<file path="src/rtl/vrts_pkg.sv">
// Shared widths, codes and item types of the voxel ray traversal stepper.
package vrts_pkg;

    localparam int CELL_IN_W  = 16;
    localparam int PARAM_IN_W = 32;
    localparam int DELTA_W    = 31;
    localparam int DIR_W      = 3;
    localparam int BOUND_W    = 16;
    localparam int BOUNDS_W   = 3 * BOUND_W;
    localparam int OP_W       = 2;
    localparam int AXIS_W     = 2;
    localparam int CFG_IDX_W  = 3;
    localparam int CFG_DATA_W = 48;
    localparam int S_TDATA_W  = 176;
    localparam int M_TDATA_W  = 88;
    localparam int ONE_Q16    = 65536;

    localparam logic [OP_W-1:0] OP_LOAD = 2'd0;
    localparam logic [OP_W-1:0] OP_FWD  = 2'd1;
    localparam logic [OP_W-1:0] OP_BWD  = 2'd2;

    localparam logic [AXIS_W-1:0] AXIS_NONE = 2'd0;
    localparam logic [AXIS_W-1:0] AXIS_X    = 2'd1;
    localparam logic [AXIS_W-1:0] AXIS_Y    = 2'd2;
    localparam logic [AXIS_W-1:0] AXIS_Z    = 2'd3;

    localparam logic [CFG_IDX_W-1:0] CFG_DELTA_X = 3'd0;
    localparam logic [CFG_IDX_W-1:0] CFG_DELTA_Y = 3'd1;
    localparam logic [CFG_IDX_W-1:0] CFG_DELTA_Z = 3'd2;
    localparam logic [CFG_IDX_W-1:0] CFG_DIRS    = 3'd3;
    localparam logic [CFG_IDX_W-1:0] CFG_LOW     = 3'd4;
    localparam logic [CFG_IDX_W-1:0] CFG_HIGH    = 3'd5;

    typedef struct packed {
        logic [PARAM_IN_W-1:0] start_t;
        logic [PARAM_IN_W-1:0] start_tmax_z;
        logic [PARAM_IN_W-1:0] start_tmax_y;
        logic [PARAM_IN_W-1:0] start_tmax_x;
        logic [CELL_IN_W-1:0]  start_cell_z;
        logic [CELL_IN_W-1:0]  start_cell_y;
        logic [CELL_IN_W-1:0]  start_cell_x;
        logic [OP_W-1:0]       operation;
    } t_in_item;

    typedef struct packed {
        logic                  beyond_end;
        logic                  beyond_begin;
        logic                  backward_done;
        logic                  forward_done;
        logic [AXIS_W-1:0]     axis_stepped;
        logic [PARAM_IN_W-1:0] ray_t;
        logic [CELL_IN_W-1:0]  cell_z;
        logic [CELL_IN_W-1:0]  cell_y;
        logic [CELL_IN_W-1:0]  cell_x;
    } t_out_item;

endpackage

</file>
<file path="src/rtl/vrts_axis_pick.sv">
// Chooses the axis with the smallest or largest next crossing, with fixed tie order.
module vrts_axis_pick import vrts_pkg::*; #(
    parameter int PARAM_BITS = 32
) (
    input  logic [PARAM_BITS-1:0] i_cross_x,
    input  logic [PARAM_BITS-1:0] i_cross_y,
    input  logic [PARAM_BITS-1:0] i_cross_z,
    input  logic                  i_forward,
    output logic [AXIS_W-1:0]     o_axis
);

    logic signed [PARAM_BITS-1:0] w_x;
    logic signed [PARAM_BITS-1:0] w_y;
    logic signed [PARAM_BITS-1:0] w_z;

    assign w_x = i_cross_x;
    assign w_y = i_cross_y;
    assign w_z = i_cross_z;

    always_comb begin
        if (i_forward) begin
            if (w_x < w_y && w_x < w_z) begin
                o_axis = AXIS_X;
            end else if (w_y < w_z) begin
                o_axis = AXIS_Y;
            end else begin
                o_axis = AXIS_Z;
            end
        end else begin
            if (w_x > w_y && w_x > w_z) begin
                o_axis = AXIS_X;
            end else if (w_y > w_z) begin
                o_axis = AXIS_Y;
            end else begin
                o_axis = AXIS_Z;
            end
        end
    end

endmodule

</file>
<file path="src/rtl/vrts_axis_move.sv">
// Steps one axis: new cell, bound check and saturating move of its next crossing.
module vrts_axis_move import vrts_pkg::*; #(
    parameter int CELL_BITS  = 16,
    parameter int PARAM_BITS = 32
) (
    input  logic [CELL_BITS-1:0]  i_cell,
    input  logic [PARAM_BITS-1:0] i_cross,
    input  logic [DELTA_W-1:0]    i_span,
    input  logic                  i_neg,
    input  logic                  i_forward,
    input  logic [BOUND_W-1:0]    i_low,
    input  logic [BOUND_W-1:0]    i_high,
    output logic [CELL_BITS-1:0]  o_cell,
    output logic [PARAM_BITS-1:0] o_cross,
    output logic                  o_leave
);

    localparam int XW = (CELL_BITS > BOUND_W) ? CELL_BITS + 1 : BOUND_W + 1;
    localparam int SW = ((PARAM_BITS > DELTA_W + 1) ? PARAM_BITS : DELTA_W + 1) + 1;
    localparam logic [63:0] MAX_U = (64'd1 << (PARAM_BITS - 1)) - 64'd1;
    localparam logic signed [SW-1:0] MAX_P = SW'(MAX_U);
    localparam logic signed [SW-1:0] MIN_P = ~MAX_P;

    logic signed [XW-1:0] w_cell_ext;
    logic signed [XW-1:0] w_fresh;
    logic signed [XW-1:0] w_low_ext;
    logic signed [XW-1:0] w_high_ext;
    logic                 w_dec;
    logic signed [SW-1:0] w_cross_ext;
    logic signed [SW-1:0] w_span_ext;
    logic signed [SW-1:0] w_up;
    logic signed [SW-1:0] w_down;

    assign w_dec      = i_neg ^ ~i_forward;
    assign w_cell_ext = XW'($signed(i_cell));
    assign w_fresh    = w_dec ? (w_cell_ext - XW'(1)) : (w_cell_ext + XW'(1));
    assign w_low_ext  = XW'($signed(i_low));
    assign w_high_ext = XW'($signed(i_high));
    assign o_leave    = (w_fresh < w_low_ext) || (w_fresh > w_high_ext);
    assign o_cell     = w_fresh[CELL_BITS-1:0];

    assign w_cross_ext = SW'($signed(i_cross));
    assign w_span_ext  = SW'(i_span);
    assign w_up        = w_cross_ext + w_span_ext;
    assign w_down      = w_cross_ext - w_span_ext;

    always_comb begin
        if (i_forward) begin
            o_cross = (w_up > MAX_P) ? MAX_P[PARAM_BITS-1:0] : w_up[PARAM_BITS-1:0];
        end else begin
            o_cross = (w_down < MIN_P) ? MIN_P[PARAM_BITS-1:0] : w_down[PARAM_BITS-1:0];
        end
    end

endmodule

</file>
<file path="src/rtl/voxel_ray_traversal_stepper.sv">
// Top level of the voxel ray traversal stepper: registers, handshake and step control.
//
// Requests arrive on the s_axis channel: tuser carries the operation (load, step
// forward, step backward) and tdata the start cell, next crossings and T used by a
// load. Every request yields exactly one result on the m_axis channel with the
// current cell, T, the axis stepped, the sticky done flags and the range flags.
// The configuration port writes the cell spans, step directions and bounds; the user
// must write it only while no request is in flight; the block does not enforce this.
// A request is captured in an input register and is then worked off into the output
// register, from which its result is offered on m_axis.
// One request is taken per cycle unless the receiver stalls; the rate is set by
// the loop of axis choice, cell step and crossing update back into the ray state.
// When the receiver stalls, the result holds in the output register and the input
// register still takes one more request; after that s_axis_tready falls.
// Synchronous reset clears the ray state, the flags, the configuration registers
// and both valid bits.
module voxel_ray_traversal_stepper import vrts_pkg::*; #(
    parameter int CELL_BITS  = 16,
    parameter int PARAM_BITS = 32
) (
    input  logic                  i_clk,
    input  logic                  i_rst_n,
    input  logic                  s_axis_tvalid,
    output logic                  s_axis_tready,
    // start_cell_x, start_cell_y, start_cell_z, start_tmax_x, start_tmax_y,
    // start_tmax_z, start_t
    input  logic [S_TDATA_W-1:0]  s_axis_tdata,
    // operation
    input  logic [OP_W-1:0]       s_axis_tuser,
    output logic                  m_axis_tvalid,
    input  logic                  m_axis_tready,
    // cell_x, cell_y, cell_z, ray_t, forward_done, backward_done, beyond_begin,
    // beyond_end, four zero bits
    output logic [M_TDATA_W-1:0]  m_axis_tdata,
    // axis_stepped
    output logic [AXIS_W-1:0]     m_axis_tuser,
    input  logic                  i_cfg_we,
    input  logic [CFG_IDX_W-1:0]  i_cfg_index,
    input  logic [CFG_DATA_W-1:0] i_cfg_data
);

    localparam int TW = (PARAM_BITS > 18) ? PARAM_BITS : 18;

    logic [DELTA_W-1:0]    r_delta_x, r_delta_y, r_delta_z;
    logic [DIR_W-1:0]      r_dirs;
    logic [BOUNDS_W-1:0]   r_low, r_high;

    logic [CELL_BITS-1:0]  r_cell_x, r_cell_y, r_cell_z;
    logic [PARAM_BITS-1:0] r_cross_x, r_cross_y, r_cross_z, r_t;
    logic                  r_fwd_done, r_bwd_done;

    logic [CELL_BITS-1:0]  n_cell_x, n_cell_y, n_cell_z;
    logic [PARAM_BITS-1:0] n_cross_x, n_cross_y, n_cross_z, n_t;
    logic                  n_fwd_done, n_bwd_done;
    logic [AXIS_W-1:0]     n_axis;

    logic                  r_in_valid;
    t_in_item              r_in;
    logic                  r_out_valid;
    t_out_item             r_out;
    t_out_item             n_out;

    logic                  w_adv, w_fire, w_forward, w_leave, w_neg;
    logic [AXIS_W-1:0]     w_axis;
    logic [CELL_BITS-1:0]  w_sel_cell, w_new_cell;
    logic [PARAM_BITS-1:0] w_sel_cross, w_new_cross;
    logic [DELTA_W-1:0]    w_sel_span;
    logic [BOUND_W-1:0]    w_sel_low, w_sel_high;

    assign w_adv         = !r_out_valid || m_axis_tready;
    assign w_fire        = r_in_valid && w_adv;
    assign s_axis_tready = !r_in_valid || w_adv;
    assign w_forward     = (r_in.operation == OP_FWD);

    assign m_axis_tvalid = r_out_valid;
    assign m_axis_tuser  = r_out.axis_stepped;
    assign m_axis_tdata  = {4'b0000, r_out.beyond_end, r_out.beyond_begin,
                            r_out.backward_done, r_out.forward_done, r_out.ray_t,
                            r_out.cell_z, r_out.cell_y, r_out.cell_x};

    vrts_axis_pick #(
        .PARAM_BITS(PARAM_BITS)
    ) u_pick (
        .i_cross_x(r_cross_x),
        .i_cross_y(r_cross_y),
        .i_cross_z(r_cross_z),
        .i_forward(w_forward),
        .o_axis   (w_axis)
    );

    always_comb begin
        case (w_axis)
            AXIS_X: begin
                w_sel_cell  = r_cell_x;
                w_sel_cross = r_cross_x;
                w_sel_span  = r_delta_x;
                w_neg       = r_dirs[0];
                w_sel_low   = r_low[BOUND_W-1:0];
                w_sel_high  = r_high[BOUND_W-1:0];
            end
            AXIS_Y: begin
                w_sel_cell  = r_cell_y;
                w_sel_cross = r_cross_y;
                w_sel_span  = r_delta_y;
                w_neg       = r_dirs[1];
                w_sel_low   = r_low[2*BOUND_W-1:BOUND_W];
                w_sel_high  = r_high[2*BOUND_W-1:BOUND_W];
            end
            default: begin
                w_sel_cell  = r_cell_z;
                w_sel_cross = r_cross_z;
                w_sel_span  = r_delta_z;
                w_neg       = r_dirs[2];
                w_sel_low   = r_low[3*BOUND_W-1:2*BOUND_W];
                w_sel_high  = r_high[3*BOUND_W-1:2*BOUND_W];
            end
        endcase
    end

    vrts_axis_move #(
        .CELL_BITS (CELL_BITS),
        .PARAM_BITS(PARAM_BITS)
    ) u_move (
        .i_cell   (w_sel_cell),
        .i_cross  (w_sel_cross),
        .i_span   (w_sel_span),
        .i_neg    (w_neg),
        .i_forward(w_forward),
        .i_low    (w_sel_low),
        .i_high   (w_sel_high),
        .o_cell   (w_new_cell),
        .o_cross  (w_new_cross),
        .o_leave  (w_leave)
    );

    always_comb begin
        n_cell_x   = r_cell_x;
        n_cell_y   = r_cell_y;
        n_cell_z   = r_cell_z;
        n_cross_x  = r_cross_x;
        n_cross_y  = r_cross_y;
        n_cross_z  = r_cross_z;
        n_t        = r_t;
        n_fwd_done = r_fwd_done;
        n_bwd_done = r_bwd_done;
        n_axis     = AXIS_NONE;
        case (r_in.operation)
            OP_LOAD: begin
                n_cell_x   = CELL_BITS'($signed(r_in.start_cell_x));
                n_cell_y   = CELL_BITS'($signed(r_in.start_cell_y));
                n_cell_z   = CELL_BITS'($signed(r_in.start_cell_z));
                n_cross_x  = PARAM_BITS'($signed(r_in.start_tmax_x));
                n_cross_y  = PARAM_BITS'($signed(r_in.start_tmax_y));
                n_cross_z  = PARAM_BITS'($signed(r_in.start_tmax_z));
                n_t        = PARAM_BITS'($signed(r_in.start_t));
                n_fwd_done = 1'b0;
                n_bwd_done = 1'b0;
            end
            OP_FWD, OP_BWD: begin
                n_t    = w_sel_cross;
                n_axis = w_axis;
                case (w_axis)
                    AXIS_X: begin
                        n_cell_x  = w_new_cell;
                        n_cross_x = w_new_cross;
                    end
                    AXIS_Y: begin
                        n_cell_y  = w_new_cell;
                        n_cross_y = w_new_cross;
                    end
                    default: begin
                        n_cell_z  = w_new_cell;
                        n_cross_z = w_new_cross;
                    end
                endcase
                if (w_leave && w_forward) begin
                    n_fwd_done = 1'b1;
                end
                if (w_leave && !w_forward) begin
                    n_bwd_done = 1'b1;
                end
            end
            default: begin
            end
        endcase
    end

    always_comb begin
        n_out.cell_x        = CELL_IN_W'($signed(n_cell_x));
        n_out.cell_y        = CELL_IN_W'($signed(n_cell_y));
        n_out.cell_z        = CELL_IN_W'($signed(n_cell_z));
        n_out.ray_t         = PARAM_IN_W'($signed(n_t));
        n_out.axis_stepped  = n_axis;
        n_out.forward_done  = n_fwd_done;
        n_out.backward_done = n_bwd_done;
        n_out.beyond_begin  = n_t[PARAM_BITS-1];
        n_out.beyond_end    = $signed(TW'($signed(n_t))) > $signed(TW'(ONE_Q16));
    end

    always_ff @(posedge i_clk) begin
        if (!i_rst_n) begin
            r_delta_x <= '0;
            r_delta_y <= '0;
            r_delta_z <= '0;
            r_dirs    <= '0;
            r_low     <= '0;
            r_high    <= '0;
        end else if (i_cfg_we) begin
            case (i_cfg_index)
                CFG_DELTA_X: r_delta_x <= i_cfg_data[DELTA_W-1:0];
                CFG_DELTA_Y: r_delta_y <= i_cfg_data[DELTA_W-1:0];
                CFG_DELTA_Z: r_delta_z <= i_cfg_data[DELTA_W-1:0];
                CFG_DIRS:    r_dirs    <= i_cfg_data[DIR_W-1:0];
                CFG_LOW:     r_low     <= i_cfg_data[BOUNDS_W-1:0];
                CFG_HIGH:    r_high    <= i_cfg_data[BOUNDS_W-1:0];
                default: begin
                end
            endcase
        end
    end

    always_ff @(posedge i_clk) begin
        if (!i_rst_n) begin
            r_cell_x   <= '0;
            r_cell_y   <= '0;
            r_cell_z   <= '0;
            r_cross_x  <= '0;
            r_cross_y  <= '0;
            r_cross_z  <= '0;
            r_t        <= '0;
            r_fwd_done <= 1'b0;
            r_bwd_done <= 1'b0;
        end else if (w_fire) begin
            r_cell_x   <= n_cell_x;
            r_cell_y   <= n_cell_y;
            r_cell_z   <= n_cell_z;
            r_cross_x  <= n_cross_x;
            r_cross_y  <= n_cross_y;
            r_cross_z  <= n_cross_z;
            r_t        <= n_t;
            r_fwd_done <= n_fwd_done;
            r_bwd_done <= n_bwd_done;
        end
    end

    always_ff @(posedge i_clk) begin
        if (!i_rst_n) begin
            r_in_valid  <= 1'b0;
            r_out_valid <= 1'b0;
        end else begin
            if (s_axis_tready) begin
                r_in_valid <= s_axis_tvalid;
            end
            if (w_adv) begin
                r_out_valid <= r_in_valid;
            end
        end
    end

    always_ff @(posedge i_clk) begin
        if (s_axis_tvalid && s_axis_tready) begin
            r_in <= {s_axis_tdata, s_axis_tuser};
        end
        if (w_fire) begin
            r_out <= n_out;
        end
    end

    a_load_clears_done: assert property (@(posedge i_clk) disable iff (!i_rst_n)
        (w_fire && r_in.operation == OP_LOAD) |=> (!r_fwd_done && !r_bwd_done))
        else $error("done flags not cleared by a load");

    a_step_names_axis: assert property (@(posedge i_clk) disable iff (!i_rst_n)
        (w_fire && (r_in.operation == OP_FWD || r_in.operation == OP_BWD))
        |=> (r_out.axis_stepped != AXIS_NONE))
        else $error("step result without an axis");

    a_fwd_done_sticky: assert property (@(posedge i_clk) disable iff (!i_rst_n)
        (r_fwd_done && !(w_fire && r_in.operation == OP_LOAD)) |=> r_fwd_done)
        else $error("forward done flag dropped without a load");

    a_bwd_done_sticky: assert property (@(posedge i_clk) disable iff (!i_rst_n)
        (r_bwd_done && !(w_fire && r_in.operation == OP_LOAD)) |=> r_bwd_done)
        else $error("backward done flag dropped without a load");

endmodule

</file>
<file path="config.mk">
export PLATFORM = sky130hd
export DESIGN_NAME = voxel_ray_traversal_stepper
export DESIGN_NICKNAME = d
export VERILOG_FILES = /design/src/rtl/vrts_pkg.sv /design/src/rtl/vrts_axis_pick.sv /design/src/rtl/vrts_axis_move.sv /design/src/rtl/voxel_ray_traversal_stepper.sv
export SDC_FILE = /design/constraint.sdc
export NUM_CORES = 2
export LEC_CHECK = 0
export BUFFER_PORTS_ARGS = -buffer_cell sky130_fd_sc_hd__buf_4
export CAP_MARGIN = 10
export CORE_ASPECT_RATIO = 1.1
export CORE_MARGIN = 8
export CORE_UTILIZATION = 60
export CTS_CLUSTER_DIAMETER = 50
export CTS_CLUSTER_SIZE = 20
export DETAILED_ROUTE_END_ITERATION = 8
export PLACE_DENSITY = 0.8
export SYNTH_ARGS = -nofsm -noshare
export SYNTH_HDL_FRONTEND = slang
export SYNTH_SLANG_ARGS = --single-unit
export TNS_END_PERCENT = 30
</file>
<file path="constraint.sdc">
create_clock -name i_clk -period 10.94 [get_ports i_clk]
set_input_delay 1.094 -clock i_clk [delete_from_list [all_inputs] [get_ports i_clk]]
set_output_delay 1.094 -clock i_clk [all_outputs]
set_load 0.1 [all_outputs]
</file>
After elaboration in Yosys (flattened, before gate mapping)
Cells that the tools add are included.
{"block": "op_classes", "add_sub_neg": 4, "magnitude_cmp": 11, "eq_ne": 12, "muxes": 32, "bitwise_logic": 2, "n_reduce_logical": 26}
{"op": "$pmux 32 s2", "n": 5}
{"op": "$mux 32", "n": 6}
{"op": "$pmux 16 s2", "n": 6}
{"op": "$gt 32x32->1", "n": 3}
{"op": "$lt 32x32->1", "n": 3}
{"op": "$pmux 31 s2", "n": 1}
{"op": "$mux 16", "n": 3}
{"op": "$add 32x32->33", "n": 1}
{"op": "$gt 33x32->1 const B", "n": 1}
{"op": "$lt 33x32->1 const B", "n": 1}
{"op": "$sub 32x32->33", "n": 1}
{"op": "$gt 32x18->1 const B", "n": 1}
{"op": "$add 16x2->17 const B", "n": 1}
{"op": "$gt 17x16->1", "n": 1}
{"op": "$lt 17x16->1", "n": 1}
{"op": "$mux 17", "n": 1}
{"op": "$sub 16x2->17 const B", "n": 1}
{"op": "$reduce_and 2->1", "n": 6}
{"op": "$reduce_and 3->1", "n": 3}
{"op": "$eq 3x2->1 const B", "n": 2}
{"op": "$eq 3x3->1 const B", "n": 2}
{"op": "$logic_and 1x1->1", "n": 6}
{"op": "$mux 2", "n": 3}
{"op": "$pmux 1 s2", "n": 3}
{"op": "other kinds (14)", "n": 25}
{"block": "word_totals", "ff_bits": 636, "input_bits": 234, "output_inout_bits": 92, "word_cells": 121}

Longest topological paths before layout
{"block": "depth", "ltp_word": 13, "ltp_mapped": 41, "ltp_nobuf": 36}

Hierarchy
From an unflattened synthesis, not the netlist that was laid out.
{"block": "unflattened", "hier_cells": 3809, "area_unflattened_um2": 34662.0}
{"mod": "voxel_ray_traversal_stepper", "n_inst": 1, "cells_per_inst": 2617, "area_per_inst_um2": 26517.9, "seq_area_each_um2": 15344.7}
{"mod": "vrts_axis_move", "n_inst": 1, "cells_per_inst": 865, "area_per_inst_um2": 5736.8, "seq_area_each_um2": 0.0}
{"mod": "vrts_axis_pick", "n_inst": 1, "cells_per_inst": 327, "area_per_inst_um2": 2407.3, "seq_area_each_um2": 0.0}

Worst setup path after synthesis
No wires, ideal clock.
{"block": "synth_timing", "path_kind": "reg-to-reg", "startpoint": "register r_cross_z[31]", "endpoint": "register r_out (netlist bit m_axis_tdata[81]) (data pin)", "setup_ps": 278, "arrival_ps": 9797, "required_time_ps": 10662, "slack_ps": 866, "path_stages_with_launch": 36, "path_buffers": 5, "period_less_slack_ps": 10074, "cell_sequence": "dfxtp_1 -> inv_1 -> ha_1 -> nand3_1 -> or3_1 -> or4_1 -> or3_1 -> o221ai_1 -> mux2i_1 -> mux2i_1 -> nor2b_1 -> ha_1 -> clkbuf_1 -> clkbuf_1 -> clkbuf_1 -> buf_1 -> buf_1 -> o21ai_0 -> xnor2_1 -> ha_1 -> a31o_2 -> a221oi_1 -> a21oi_1 -> a2111oi_0 -> a21oi_1 -> a21o_1 -> a2111oi_0 -> nor2_1 -> xnor2_1 -> inv_1 -> ha_1 -> nand4_1 -> or2_2 -> a2111oi_0 -> or4_1 -> o311ai_0"}
{"block": "synth_via", "elab_chain_len": 13, "word_cells_on_any_way": 27, "classes_between": "add/sub (2); order compare (6); eq/ne (2); mux (12); bitwise (1); reduce/logical (4)"}
{"element": "from (decl)", "line": "voxel_ray_traversal_stepper.sv:49", "rtl": "logic [PARAM_BITS-1:0] r_cross_x, r_cross_y, r_cross_z, r_t;"}
{"element": "from (signal assigned)", "line": "voxel_ray_traversal_stepper.sv:239", "rtl": "r_cross_z <= n_cross_z;"}
{"element": "$gt 32x32->1 / $lt 32x32->1 (equally long branches)", "line": "vrts_axis_pick.sv:30, vrts_axis_pick.sv:22"}
{"element": "$logic_and 1x1->1 (on tied branches)", "line": "vrts_axis_pick.sv:30, vrts_axis_pick.sv:22"}
{"element": "$mux 2 (on tied branches)", "line": "vrts_axis_pick.sv:30, vrts_axis_pick.sv:22"}
{"element": "$mux 2 (*)", "line": "vrts_axis_pick.sv:21", "rtl": "if (i_forward) begin"}
{"element": "via u_pick.o_axis[1]", "line": "vrts_axis_pick.sv:9", "rtl": "output logic [AXIS_W-1:0] o_axis"}
{"element": "$eq 2x2->1 / $eq 2x1->1 (equally long branches)", "line": "voxel_ray_traversal_stepper.sv:92", "rtl": "case (w_axis)"}
{"element": "$pmux 16 s2 / $pmux 1 s2 (equally long branches)", "line": "voxel_ray_traversal_stepper.sv:92"}
{"element": "$add 16x2->17 (tied with other cells)", "line": "vrts_axis_move.sv:36", "rtl": "assign w_fresh = w_dec ? (w_cell_ext - XW'(1)) : (w_cell_ext + XW'(1));"}
{"element": "$mux 17", "line": "vrts_axis_move.sv:36"}
{"element": "$lt 17x16->1 / $gt 17x16->1 (equally long branches)", "line": "vrts_axis_move.sv:39", "rtl": "assign o_leave = (w_fresh < w_low_ext) || (w_fresh > w_high_ext);"}
{"element": "$logic_or 1x1->1 (*)", "line": "vrts_axis_move.sv:39"}
{"element": "$logic_and 1x1->1 (*)", "line": "voxel_ray_traversal_stepper.sv:179", "rtl": "if (w_leave && !w_forward) begin"}
{"element": "$mux 1 (*)", "line": "voxel_ray_traversal_stepper.sv:179"}
{"element": "$pmux 1 s2 (*)", "line": "voxel_ray_traversal_stepper.sv:147", "rtl": "case (r_in.operation)"}
{"element": "via n_bwd_done", "line": "voxel_ray_traversal_stepper.sv:54", "rtl": "logic n_fwd_done, n_bwd_done;"}
{"element": "to (signal assigned)", "line": "voxel_ray_traversal_stepper.sv:265", "rtl": "r_out <= n_out;"}
{"element": "to (decl)", "line": "voxel_ray_traversal_stepper.sv:60", "rtl": "t_out_item r_out;"}
Mark *: on every way through the listed nets, which the timed path passes. The rest lies on a longest branch.
A chain may end at the register's enable or synchronous reset.

Worst setup path after layout
Same ends and word-level chain as after synthesis.

==> key figures <==
Run status
  • Status: completed

Hold path
  • Hold Path Class: reg2reg

Die
  • Initial core utilization: 0.603
  • Core ar.: 54,500 sq um
  • Die Wd: 239 microns
  • Die height: 261 microns
  • Die area: 62,500 sq um
  • Rows: 90
  • Top-Level Pins: 326

CTS
  • Hold buffers post-CTS: 0
  • H-tree level count: 2
  • Worst skew pair latency: 650 ps
  • Setup Fix Bufs, Post-CTS: 0
  • Post-CTS resize count: 0
  • Clock root cell: clkbuf_16
  • Clk slew on worst S/H paths: 80 ps
  • Num Clock Sinks: 635
  • Clk buf depth: 3
  • CTS tree: yes
  • Num CTS Buffers: 54

STA
  • Final period utilization: 0.910
  • Skew final: 45.0 ps
  • Finish-stage setup viols: 0
  • Fin. max-slew vios: 0
  • Hold Fails Final Rpt: 0
  • Measured slew at the worst slew-check pin: 1350 ps
  • Fin Setup TNS: 0 ps
  • Slew margin rel.: 0.0881
  • Final min period: 9950 ps
  • Max Clk Rate: 100 MHz
  • Unrepaired setup endpoints after global routing: false

Critical path
  • FF-to-FF path depth: 31
  • Critical-path maximum fanout: 80
  • CP max-delay cell: a2111oi_0
  • Delay of the slowest critical-path stage: 760 ps
  • Startpoint type of the worst setup path: register
  • Crit path capture type: register
  • Reg2Reg Setup Slack: 990 ps
  • Setup crit start: r_cross_z[31]
  • Crit path kind: reg2reg
  • Worst r2r src: r_cross_z[31]
  • Critical path endpoint: m_axis_tdata[81]
  • Worst R2R End: m_axis_tdata[81]
  • CP Data Arrival Time: 10,330 ps
  • Critical Path RT: 11,310 ps

Run
  • Max Cap Viol: 0

Synthesis
  • Yosys cell types: 88
  • Sequential-to-total area share from yosys stat: 0.467
  • Synthesized flop and latch total: 635
  • Syn Std Cell Area: 32,800 sq um
  • Ys flop type: dfxtp_1
  • Post-synth EDFFs: 263
  • Ys Warns: 0
  • Syn_area_per_cell: 8.94 sq um
  • Cell count after synthesis: 3,673
  • Async SR Flop Fraction: 0

Placement
  • Post-DP HPWL: 78,500 microns
  • Placer Congestion: 1.02
  • # port buffers: 321

Route
  • DRT antenna net count: 0
  • DRT Wirelength: 110,000 microns
  • Vias/cell: 6.45
  • DRC: 0
  • Routed via count: 29,900
  • Drt pass-1 iters: 7
  • Initial DRC count: 4,223
  • Routed wire per std cell: 23.8 microns

Finish
  • Layout Nets: 4,291
  • Area growth from synthesis to layout: 14.5%
  • Layout cells sized above 1: 0.133
  • Commonest cells after routing, fill and taps aside: nand2_1, a21oi_1, dfxtp_1
  • Commonest non-fill, non-tap cell in the layout: nand2_1
  • Fillers: 4,443

Global routing
  • Global-route wire length before repair: 165,000 microns
  • Global route total overflow: 0
  • Vias in the first global route: 27,800
  • Largest net degree at the start of global routing: 166
  • Total GRT Usage: 0.339
  • Initial antenna violation count: 4
==> critical path, delay by kind of cell, from the launching register on <==
kind                       cells  cell delay [ps]
AOI/OAI and AO/OA             11             3310
xor gates and xnor gates       2              450
adders and majority gates      4             1710
buffers and inverters          3              510
DFF                            1              330
muxes                          2              660
and+or+nand+nor                9             2650
==> sequential cells by signal, summed over array words and instances, names as in the netlist, 16 cells and up <==
name          count
r_low            48
r_delta_x        31
r_delta_z        31
r_cell_x         16
r_high           48
r_t              32
r_cross_y        32
r_cell_z         16
r_cross_z        32
r_cross_x        32
r_cell_y         16
r_in            178
r_delta_y        31
m_axis_tdata     83
==> per-layer routing <==
| metal | up-vias | wire, microns | global-route usage |
|---|---|---|---|
| met2 | 1767 | 49600 | 0.526 |
| met3 | 278 | 12700 | 0.0853 |
| met4 | 2 | 5260 | 0.152 |
| met5 | - | 13 | 0 |
| li1 | 13600 | - | - |
| met1 | 14200 | 42700 | 0.444 |
==> worst min path at each step <==
stage                  start       endpoint  depth (start not counted)
3_5_place_dp      r_high[34]     r_high[34]                          2
5_1_grt            r_low[24]      r_low[24]                          2
2_1_floorplan     r_bwd_done     r_bwd_done                          1
3_3_place_gp       r_low[43]      r_low[43]                          2
6_report       r_delta_x[17]  r_delta_x[17]                          2
4_1_cts           r_high[34]     r_high[34]                          2
==> stage by stage <==
step | setup WS, ps | cells | cell area, sq um | utilization | hold WS (ps)
final | 987 | 4629 | 37600 | 0.690 | 454
after global routing | 108 | 4627 | 37600 | 0.690 | 469
after CTS | 1090 | 4624 | 37600 | 0.690 | 455
after detailed placement | 1150 | 4523 | 35700 | 0.655 | 444
after global placement | 1300 | 4523 | 35700 | 0.655 | 439
after floorplan | 866 | 3676 | 32900 | - | 429
==> area by class of cell <==
type	count	area, sq um	area share
Clock inverter	38	443	0.0118
Tap cell	736	921	0.0245
Timing Repair Buffer	369	2780	0.0740
Antenna cell	5	12.5	0.000333
Inverter	180	688	0.0183
Sequential cell	635	15300	0.408
Clock buffer	63	1470	0.0390
Multi-Input combinational cell	2603	16000	0.424
==> synthesized netlist by cell type, types with 24 or more instances <==
| library cell | instances | area [sq um] |
|---|---|---|
| a22oi_1 | 119 | 893 |
| a211oi_1 | 27 | 203 |
| clkbuf_1 | 215 | 807 |
| nor2b_1 | 31 | 194 |
| xnor2_1 | 35 | 307 |
| nor2_1 | 256 | 961 |
| nor3_1 | 48 | 240 |
| a32o_1 | 32 | 320 |
| a21o_1 | 52 | 390 |
| edfxtp_1 | 263 | 7900 |
| inv_1 | 178 | 668 |
| a21oi_1 | 468 | 2340 |
| dfxtp_1 | 372 | 7450 |
| nand3_1 | 38 | 190 |
| a221o_1 | 36 | 360 |
| buf_1 | 32 | 120 |
| o21ai_0 | 248 | 1240 |
| a221oi_1 | 61 | 534 |
| o211ai_1 | 30 | 225 |
| nand2_1 | 583 | 2190 |
| nand4_1 | 36 | 225 |
| ha_1 | 211 | 2640 |
| nand2b_1 | 24 | 150 |
==> kinds of logic after synthesis <==
logic type | synth area share
other | 0.000114
AOI/OAI and AO/OA | 0.239
muxes | 0.00427
DFF | 0.467
buffers and inverters | 0.0511
xor gates and xnor gates | 0.0123
and+or+nand+nor | 0.143
adders and majority gates | 0.0822
Power is not shown: default switching activity piles up to over one toggle a cycle in this logic, so the estimate is an artifact.
